==> config.mk <==
export PLATFORM = sky130hd
export DESIGN_NAME = rgb_to_yuv_matrix_converter_top
export DESIGN_NICKNAME = d
export VERILOG_FILES = /design/src/design/rgbyuv_pkg.sv /design/src/design/rgbyuv_csr.sv /design/src/design/rgbyuv_dot.sv /design/src/design/rgb_to_yuv_matrix_converter_top.sv
export SDC_FILE = /design/constraint.sdc
export NUM_CORES = 2
export LEC_CHECK = 0
export ABC_CLOCK_PERIOD_IN_PS = 7400
export BUFFER_PORTS_ARGS = -buffer_cell sky130_fd_sc_hd__buf_2
export CORE_ASPECT_RATIO = 2
export CORE_MARGIN = 10
export CORE_UTILIZATION = 65
export DETAILED_ROUTE_END_ITERATION = 8
export HOLD_SLACK_MARGIN = 0.1
export MAX_ROUTING_LAYER = met4
export PLACE_DENSITY_LB_ADDON = 0.08
export SLEW_MARGIN = 20
export SYNTH_ARGS = -nofsm -noshare
export SYNTH_HDL_FRONTEND = slang
export SYNTH_SLANG_ARGS = --single-unit
export TNS_END_PERCENT = 100
==> constraint.sdc <==
create_clock -name clock -period 7.4 [get_ports clock]
set_input_delay 1.48 -clock clock [delete_from_list [all_inputs] [get_ports clock]]
set_output_delay 1.48 -clock clock [all_outputs]
set_load 0.02 [all_outputs]
==> src/design/rgbyuv_pkg.sv <==
// Shared types and constants for the RGB to YUV matrix converter.
// No dependencies; imported by every module of the block.
`default_nettype none

package rgbyuv_pkg;

   // Pixel component and pass-through byte width
   localparam int PIXEL_BITS         = 8;
   // Default width of one signed matrix coefficient
   localparam int COEFF_BITS_DEFAULT = 16;
   // Width of the signed per-channel offset
   localparam int OFFSET_BITS        = 21;
   // Arithmetic right shift applied to each sum
   localparam int OUT_SHIFT          = 8;
   // Only the bits up to the top of the kept output byte affect the result
   localparam int SUM_BITS           = OUT_SHIFT + PIXEL_BITS;
   // Register bits at or above this position always read as zero
   localparam int REG_LIMIT_BITS     = 64;
   // Configuration register index width
   localparam int CSR_INDEX_BITS     = 3;

   typedef enum logic [CSR_INDEX_BITS-1:0] {
      CSR_Y_ROW_COEFFS = 3'd0,
      CSR_U_ROW_COEFFS = 3'd1,
      CSR_V_ROW_COEFFS = 3'd2,
      CSR_Y_OFFSET     = 3'd3,
      CSR_U_OFFSET     = 3'd4,
      CSR_V_OFFSET     = 3'd5
   } csr_index_type;

   // One pixel as held in the input register
   typedef struct packed {
      logic [PIXEL_BITS-1:0] lead_byte;
      logic [PIXEL_BITS-1:0] red;
      logic [PIXEL_BITS-1:0] green;
      logic [PIXEL_BITS-1:0] blue;
      logic                  row_end;
   } pixel_type;

   // One converted pixel as held in the result register
   typedef struct packed {
      logic [PIXEL_BITS-1:0] lead_byte;
      logic [PIXEL_BITS-1:0] luma;
      logic [PIXEL_BITS-1:0] chroma_u;
      logic [PIXEL_BITS-1:0] chroma_v;
      logic                  row_end;
   } result_type;

endpackage

`default_nettype wire

==> src/design/rgbyuv_csr.sv <==
// Configuration registers: three coefficient rows and three offsets.
// Depends on rgbyuv_pkg.
`default_nettype none

module rgbyuv_csr #(
   parameter int COEFF_BITS = rgbyuv_pkg::COEFF_BITS_DEFAULT
) (
   input  wire logic                                   clock,
   input  wire logic                                   reset,
   input  wire logic                                   csr_valid,
   output      logic                                   csr_ready,
   input  wire logic [rgbyuv_pkg::CSR_INDEX_BITS-1:0]  csr_index,
   input  wire logic [3*COEFF_BITS-1:0]                csr_wdata,
   output      logic [3*COEFF_BITS-1:0]                y_row,
   output      logic [3*COEFF_BITS-1:0]                u_row,
   output      logic [3*COEFF_BITS-1:0]                v_row,
   output      logic [rgbyuv_pkg::OFFSET_BITS-1:0]     y_off,
   output      logic [rgbyuv_pkg::OFFSET_BITS-1:0]     u_off,
   output      logic [rgbyuv_pkg::OFFSET_BITS-1:0]     v_off
);
   import rgbyuv_pkg::*;

   localparam int ROW_BITS = 3 * COEFF_BITS;

   logic [ROW_BITS-1:0]    row_keep;
   logic [ROW_BITS-1:0]    row_wdata;
   logic [OFFSET_BITS-1:0] off_wdata;

   logic [ROW_BITS-1:0]    y_row_ff, y_row_in;
   logic [ROW_BITS-1:0]    u_row_ff, u_row_in;
   logic [ROW_BITS-1:0]    v_row_ff, v_row_in;
   logic [OFFSET_BITS-1:0] y_off_ff, y_off_in;
   logic [OFFSET_BITS-1:0] u_off_ff, u_off_in;
   logic [OFFSET_BITS-1:0] v_off_ff, v_off_in;

   // Drop row bits above bit 63: they always read as zero
   for (genvar i = 0; i < ROW_BITS; i++) begin : g_keep
      assign row_keep[i] = (i < REG_LIMIT_BITS) ? 1'b1 : 1'b0;
   end

   assign row_wdata = csr_wdata & row_keep;
   assign off_wdata = csr_wdata[OFFSET_BITS-1:0];
   assign csr_ready = 1'b1;

   // Decode the register index; writes beyond the list are ignored
   always_comb begin
      y_row_in = y_row_ff;
      u_row_in = u_row_ff;
      v_row_in = v_row_ff;
      y_off_in = y_off_ff;
      u_off_in = u_off_ff;
      v_off_in = v_off_ff;
      if (csr_valid) begin
         case (csr_index_type'(csr_index))
            CSR_Y_ROW_COEFFS: y_row_in = row_wdata;
            CSR_U_ROW_COEFFS: u_row_in = row_wdata;
            CSR_V_ROW_COEFFS: v_row_in = row_wdata;
            CSR_Y_OFFSET:     y_off_in = off_wdata;
            CSR_U_OFFSET:     u_off_in = off_wdata;
            CSR_V_OFFSET:     v_off_in = off_wdata;
            default: begin
            end
         endcase
      end
   end

   // Hold the registers, clear on reset
   always_ff @(posedge clock) begin
      if (reset) begin
         y_row_ff <= '0;
         u_row_ff <= '0;
         v_row_ff <= '0;
         y_off_ff <= '0;
         u_off_ff <= '0;
         v_off_ff <= '0;
      end else begin
         y_row_ff <= y_row_in;
         u_row_ff <= u_row_in;
         v_row_ff <= v_row_in;
         y_off_ff <= y_off_in;
         u_off_ff <= u_off_in;
         v_off_ff <= v_off_in;
      end
   end

   assign y_row = y_row_ff;
   assign u_row = u_row_ff;
   assign v_row = v_row_ff;
   assign y_off = y_off_ff;
   assign u_off = u_off_ff;
   assign v_off = v_off_ff;

endmodule

`default_nettype wire

==> src/design/rgbyuv_dot.sv <==
// One output channel: three coefficient products plus offset, shifted by 8.
// Depends on rgbyuv_pkg.
`default_nettype none

module rgbyuv_dot #(
   parameter int COEFF_BITS = rgbyuv_pkg::COEFF_BITS_DEFAULT
) (
   input  wire logic [3*COEFF_BITS-1:0]               row,
   input  wire logic [rgbyuv_pkg::OFFSET_BITS-1:0]    offset,
   input  wire logic [rgbyuv_pkg::PIXEL_BITS-1:0]     red,
   input  wire logic [rgbyuv_pkg::PIXEL_BITS-1:0]     green,
   input  wire logic [rgbyuv_pkg::PIXEL_BITS-1:0]     blue,
   output      logic [rgbyuv_pkg::PIXEL_BITS-1:0]     result
);
   import rgbyuv_pkg::*;

   logic [PIXEL_BITS-1:0]    comp  [3];
   logic signed [COEFF_BITS-1:0] coeff [3];
   logic [SUM_BITS-1:0]      coeff_ext [3];
   logic [SUM_BITS-1:0]      prod  [3];
   logic [SUM_BITS-1:0]      sum;

   assign comp[0] = red;
   assign comp[1] = green;
   assign comp[2] = blue;

   // Sign-extend or trim each coefficient to the sum width and multiply;
   // bits above the kept byte never reach the result, so wrap there
   always_comb begin
      for (int k = 0; k < 3; k++) begin
         coeff[k]     = row[k*COEFF_BITS +: COEFF_BITS];
         coeff_ext[k] = SUM_BITS'(coeff[k]);
         prod[k]      = SUM_BITS'(coeff_ext[k] * SUM_BITS'(comp[k]));
      end
   end

   // Add the offset and take the byte above the shift
   assign sum    = prod[0] + prod[1] + prod[2] + offset[SUM_BITS-1:0];
   assign result = sum[SUM_BITS-1 -: PIXEL_BITS];

endmodule

`default_nettype wire

==> src/design/rgb_to_yuv_matrix_converter_top.sv <==
// RGB to YUV converter: input register, three matrix rows, result register.
// Path: a transaction accepted into the input register passes to the result register and is then offered on rsp.
// Throughput: one pixel per cycle, set by the single arithmetic stage between
// the input and result registers; rsp_stall holds both stages.
// Reset: stage valids drop and all configuration registers clear to zero.
// Depends on rgbyuv_pkg, rgbyuv_csr and rgbyuv_dot.
`default_nettype none

module rgb_to_yuv_matrix_converter_top #(
   parameter int COEFF_BITS = rgbyuv_pkg::COEFF_BITS_DEFAULT
) (
   input  wire logic                                   clock,
   input  wire logic                                   reset,
   // Pixel input
   input  wire logic                                   req_valid,
   output      logic                                   req_stall,
   input  wire logic [rgbyuv_pkg::PIXEL_BITS-1:0]      req_lead_byte_in,
   input  wire logic [rgbyuv_pkg::PIXEL_BITS-1:0]      req_red,
   input  wire logic [rgbyuv_pkg::PIXEL_BITS-1:0]      req_green,
   input  wire logic [rgbyuv_pkg::PIXEL_BITS-1:0]      req_blue,
   input  wire logic                                   req_row_end_in,
   // Converted output
   output      logic                                   rsp_valid,
   input  wire logic                                   rsp_stall,
   output      logic [rgbyuv_pkg::PIXEL_BITS-1:0]      rsp_lead_byte_out,
   output      logic [rgbyuv_pkg::PIXEL_BITS-1:0]      rsp_luma,
   output      logic [rgbyuv_pkg::PIXEL_BITS-1:0]      rsp_chroma_u,
   output      logic [rgbyuv_pkg::PIXEL_BITS-1:0]      rsp_chroma_v,
   output      logic                                   rsp_row_end_out,
   // Configuration writes
   input  wire logic                                   csr_valid,
   output      logic                                   csr_ready,
   input  wire logic [rgbyuv_pkg::CSR_INDEX_BITS-1:0]  csr_index,
   input  wire logic [3*COEFF_BITS-1:0]                csr_wdata
);
   import rgbyuv_pkg::*;

   localparam int ROW_BITS = 3 * COEFF_BITS;

   logic [ROW_BITS-1:0]    y_row, u_row, v_row;
   logic [OFFSET_BITS-1:0] y_off, u_off, v_off;

   logic       in_valid_ff, in_valid_in;
   pixel_type  in_pix_ff, in_pix_in;
   logic       out_valid_ff, out_valid_in;
   result_type out_res_ff, out_res_in;

   logic       out_free;
   logic       in_free;
   logic [PIXEL_BITS-1:0] luma, chroma_u, chroma_v;

   rgbyuv_csr #(.COEFF_BITS(COEFF_BITS)) u_csr (
      .clock     (clock),
      .reset     (reset),
      .csr_valid (csr_valid),
      .csr_ready (csr_ready),
      .csr_index (csr_index),
      .csr_wdata (csr_wdata),
      .y_row     (y_row),
      .u_row     (u_row),
      .v_row     (v_row),
      .y_off     (y_off),
      .u_off     (u_off),
      .v_off     (v_off)
   );

   // Handshake: the result register frees when empty or taken
   assign out_free  = !out_valid_ff || !rsp_stall;
   assign in_free   = !in_valid_ff || out_free;
   assign req_stall = !in_free;

   // Input register: load on accepted transaction, drain into result stage
   always_comb begin
      in_valid_in = in_valid_ff;
      in_pix_in   = in_pix_ff;
      if (in_free) begin
         in_valid_in         = req_valid;
         in_pix_in.lead_byte = req_lead_byte_in;
         in_pix_in.red       = req_red;
         in_pix_in.green     = req_green;
         in_pix_in.blue      = req_blue;
         in_pix_in.row_end   = req_row_end_in;
      end
   end

   // Matrix rows
   rgbyuv_dot #(.COEFF_BITS(COEFF_BITS)) u_dot_y (
      .row    (y_row),
      .offset (y_off),
      .red    (in_pix_ff.red),
      .green  (in_pix_ff.green),
      .blue   (in_pix_ff.blue),
      .result (luma)
   );

   rgbyuv_dot #(.COEFF_BITS(COEFF_BITS)) u_dot_u (
      .row    (u_row),
      .offset (u_off),
      .red    (in_pix_ff.red),
      .green  (in_pix_ff.green),
      .blue   (in_pix_ff.blue),
      .result (chroma_u)
   );

   rgbyuv_dot #(.COEFF_BITS(COEFF_BITS)) u_dot_v (
      .row    (v_row),
      .offset (v_off),
      .red    (in_pix_ff.red),
      .green  (in_pix_ff.green),
      .blue   (in_pix_ff.blue),
      .result (chroma_v)
   );

   // Result register: advance when free, otherwise hold
   always_comb begin
      out_valid_in = out_valid_ff;
      out_res_in   = out_res_ff;
      if (out_free) begin
         out_valid_in         = in_valid_ff;
         out_res_in.lead_byte = in_pix_ff.lead_byte;
         out_res_in.luma      = luma;
         out_res_in.chroma_u  = chroma_u;
         out_res_in.chroma_v  = chroma_v;
         out_res_in.row_end   = in_pix_ff.row_end;
      end
   end

   // Stage valids
   always_ff @(posedge clock) begin
      if (reset) begin
         in_valid_ff  <= 1'b0;
         out_valid_ff <= 1'b0;
      end else begin
         in_valid_ff  <= in_valid_in;
         out_valid_ff <= out_valid_in;
      end
   end

   // Stage payloads
   always_ff @(posedge clock) begin
      in_pix_ff  <= in_pix_in;
      out_res_ff <= out_res_in;
   end

   assign rsp_valid         = out_valid_ff;
   assign rsp_lead_byte_out = out_res_ff.lead_byte;
   assign rsp_luma          = out_res_ff.luma;
   assign rsp_chroma_u      = out_res_ff.chroma_u;
   assign rsp_chroma_v      = out_res_ff.chroma_v;
   assign rsp_row_end_out   = out_res_ff.row_end;

endmodule

`default_nettype wire
==> impl_metrics.toml <==
[critical_path]
crit_required_ns = 7.75
crit_path_start = "in_pix_ff[21]"
reg2reg_to = "rsp_chroma_v[7]"
crit_path_start_kind = "flop"
path_common_cell = "fa_1"
r2r_start = "in_pix_ff[21]"
critical_path_class = "reg2reg"
r2r_cells = 21
crit_chain = "buf_4 > nand2_1 > fa_1 > inv_1 > fa_1 > inv_1 > fa_1 > fa_1 > inv_1 > fa_1 > fa_1 > inv_1 > fa_1 > inv_1 > ha_1 > o21a_1 > nor2_1 > o31ai_1 > o31a_1 > a21oi_1 > xnor2_1"
crit_path_max_fanout = 12
slowest_stage = "edfxtp_1"
end_kind = "flop"
crit_path_max_incr_delay_ns = 0.91
rrSetupSlack_ns = 0.31
path_delay_family = "adder cells"
cp_data_arrival_time_ns = 7.43
critPathBufInv = 6

[pwr]
p_seq_share_pct = 38.0
leakagePower_uw = 0.0179
cellInternalPower_uw = 2840
p_per_area_nw_per_um2 = 118
power.share.clock_pct = 33.2
peakVddDrop_mv = 0.213
power_frac_comb_pct = 28.8
switchingPower_uw = 1580
swShare_pct = 35.7

[floorplan]
dieArea_sq_um = 64300
io_pins = 125
chipHeight_um = 349
core_sq_um = 53500
fp.dieW_um = 184
num_rows = 120
start_util_pct = 65.7

[layout]
instances_no_fill = 4604
syn_to_final_growth_pct = 6.41
fin_nets = 4892
layout-drive-gt1-share_pct = 6.64

[yosys]
synth-edff-count = 66
synthFlopType = "dfxtp_1"
synthArstFlopShare_pct = 0
syn_area_sq_um = 35100
yosysWarnings = 0
synth_top_cell_area_share_pct = 41.1
mappedNetlistNets = 4867
synthTopCellsByArea = "fa_1, dfxtp_1, nand2_1"
synth_area_leader_cell = "fa_1"
synth_cell_types = 40
yosysSeqAreaShare_pct = 16.7
synth.avg_cell_area_sq_um = 9.04
ys_ff_latch = 260
synth_cells = 3884

[hold_path]
min_to = "rsp_lead_byte_out[2]"
min_from = "in_pix_ff[27]"
worst_hold_path_type = "reg2reg"
hold_depth = 0

[status]
status = "finished clean"

[grt]
grt_pass1_vias = 30013
use_met1_pct = 35.0
grt_use_total_pct = 36.8
grt_pass1_wl_mm = 169
met2_usage_pct = 63.4
grt.busiest_layer = "met2"
antenna_found_initial = 2
grt_max_degree = 128
use_met3_pct = 5.26
overflow = 0

[routing]
drt_first_pass_iters = 8
antenna_left = 0
route.vias.total = 26486
drt_wl_total_mm = 110
routed_via_density = 5.75
first_iter_violations = 1658
wl_per_cell_um = 23.9
post-route-drc-count = 0

[timing]
fin_crit_ns = 7.09
fin_crit_sh_pct = 95.8
hold_viol = 0
worst_slew_pin_slew_ns = 1.16
clock.fmax_mhz = 141
drv_slew = 0
fin_setup_tns_ns = 0
slew_headroom_pct = 22.7
rsz0062_at_grt = "no"
fin_worst_skew_ns = 0.0140
setup_violations = 0

[clocking]
cts_tree = "done"
cts.htree.levels = 1
clk_root_buffer_cell = "clkbuf_16"
clkLatencyLatePin_ns = 0.61
cts_buffers = 27
clkTransAtPathRegs_ns = 0.07
hold_buffers = 0
ctsLongestPathBuffers = 3
cts_num_sinks = 260
postCtsResizedCells = 0
post_cts_buffers = 0

[job]
drv_cap = 0

[placed_design]
place_inst = 4551
gp_congestion = 1.02
dpl.hpwl_mm = 89.4
portBuffers = 123
==> kinds of logic (layout without fill, tap and decap cells) <==
group	Yosys count	after routing	share of synthesized area, %
AND/OR/NAND/NOR	1330	1330	17.3
buffers and inverters	997	1043	10.8
adder cells (fa/ha/maj)	894	894	47.3
flip-flops	260	260	16.7
AO/OA/AOI/OAI	240	240	3.65
XOR/XNOR	162	162	4.22
other	1	4	0.0107
==> per-layer routing <==
| metal | part of all wire [%] | wire length [um] |
|---|---|---|
| met5 | 0 | 0 |
| met4 | 11 | 12200 |
| met3 | 6.3 | 6960 |
| met2 | 53 | 57900 |
| met1 | 30 | 33000 |
==> cell type report <==
class	instances	area, sq um
sequential	260	5870
fill	4338	16100
inverter	797	2990
clock inverter	14	175
multi-input combinational	2627	25500
clock buffer	36	729
tap	671	840
antenna	3	7.51
timing repair buffer	196	1240
==> cell usage after synthesis, drive strengths merged, types with 2 or more instances <==
cell type and n:
nor3 2, a211oi 2, or2 2, nor2b 3, ha 174, dfxtp 194
buf 57, a21o 13, nand2b 3, o41ai 2, nor2 16, nand3 7
o21bai 4, nand4 2, xor2 35, o21a 3, xnor3 3, a21oi 206
fa 720, and2 414, or3 2, inv 797, clkbuf 143, xnor2 124
o31ai 2, o21ai 2, edfxtp 66, a31oi 4, nand2 877
==> per-stage QoR <==
step	hold slack, ns	setup slack (ns)	instance area (sq um)	total power [uW]	util (%)
2_1_floorplan	0.400	1.06	35100	2460	-
3_3_place_gp	0.401	0.484	36400	2940	68.2
3_5_place_dp	0.406	0.432	36400	2970	68.2
4_1_cts	0.427	0.400	37300	4430	69.9
5_1_grt	0.433	0.173	37400	4620	69.9
6_report	0.425	0.312	37400	4420	69.9
==> worst max-delay path by stage <==
stage | end | slack (ns) | cells after the start
after floorplan | rsp_luma[7] | 1.06 | 22
after global placement | rsp_chroma_u[7] | 0.48 | 21
after detailed placement | rsp_chroma_v[7] | 0.43 | 21
after CTS | rsp_chroma_u[7] | 0.40 | 21
after global routing | rsp_chroma_u[7] | 0.17 | 21
final | rsp_chroma_v[7] | 0.31 | 21
==> layout by cell type (no fill, tap or decap), types with 4 or more instances in the layout <==
master       n
inv_1      797
dfxtp_1    194
clkbuf_1     7
buf_4       67
buf_12       6
ha_1       174
a31oi_1      4
o21bai_1     4
a21o_1      13
a21oi_1    206
and2_1     410
nand2_2      4
xnor2_1    121
nand2_1    871
xor2_1      35
nor2_1      12
clkbuf_16   27
buf_2      122
edfxtp_1    66
and2_2       4
fa_1       720
nand3_1      5
==> flip-flops by register name (all words and copies together), names as in the netlist <==
signal	count
u_csr.v_off	16
rsp_valid	1
u_csr.y_off	16
rsp_lead_byte_out	8
u_csr.y_row	48
rsp_row_end_out	1
u_csr.u_row	48
in_pix_ff	33
rsp_chroma_v	8
rsp_chroma_u	8
in_valid_ff	1
u_csr.v_row	48
rsp_luma	8
u_csr.u_off	16
==> power groups by stage <==
stage                     Sequential (uW)  Combinational, uW  Clock [uW]
final                                1680               1270        1470
after global routing                 1690               1400        1530
after CTS                            1670               1280        1480
after detailed placement             1700               1270           0
after global placement               1700               1240           0
after floorplan                      1730                733           0
Note: power is estimated with default switching activity, not from simulation.
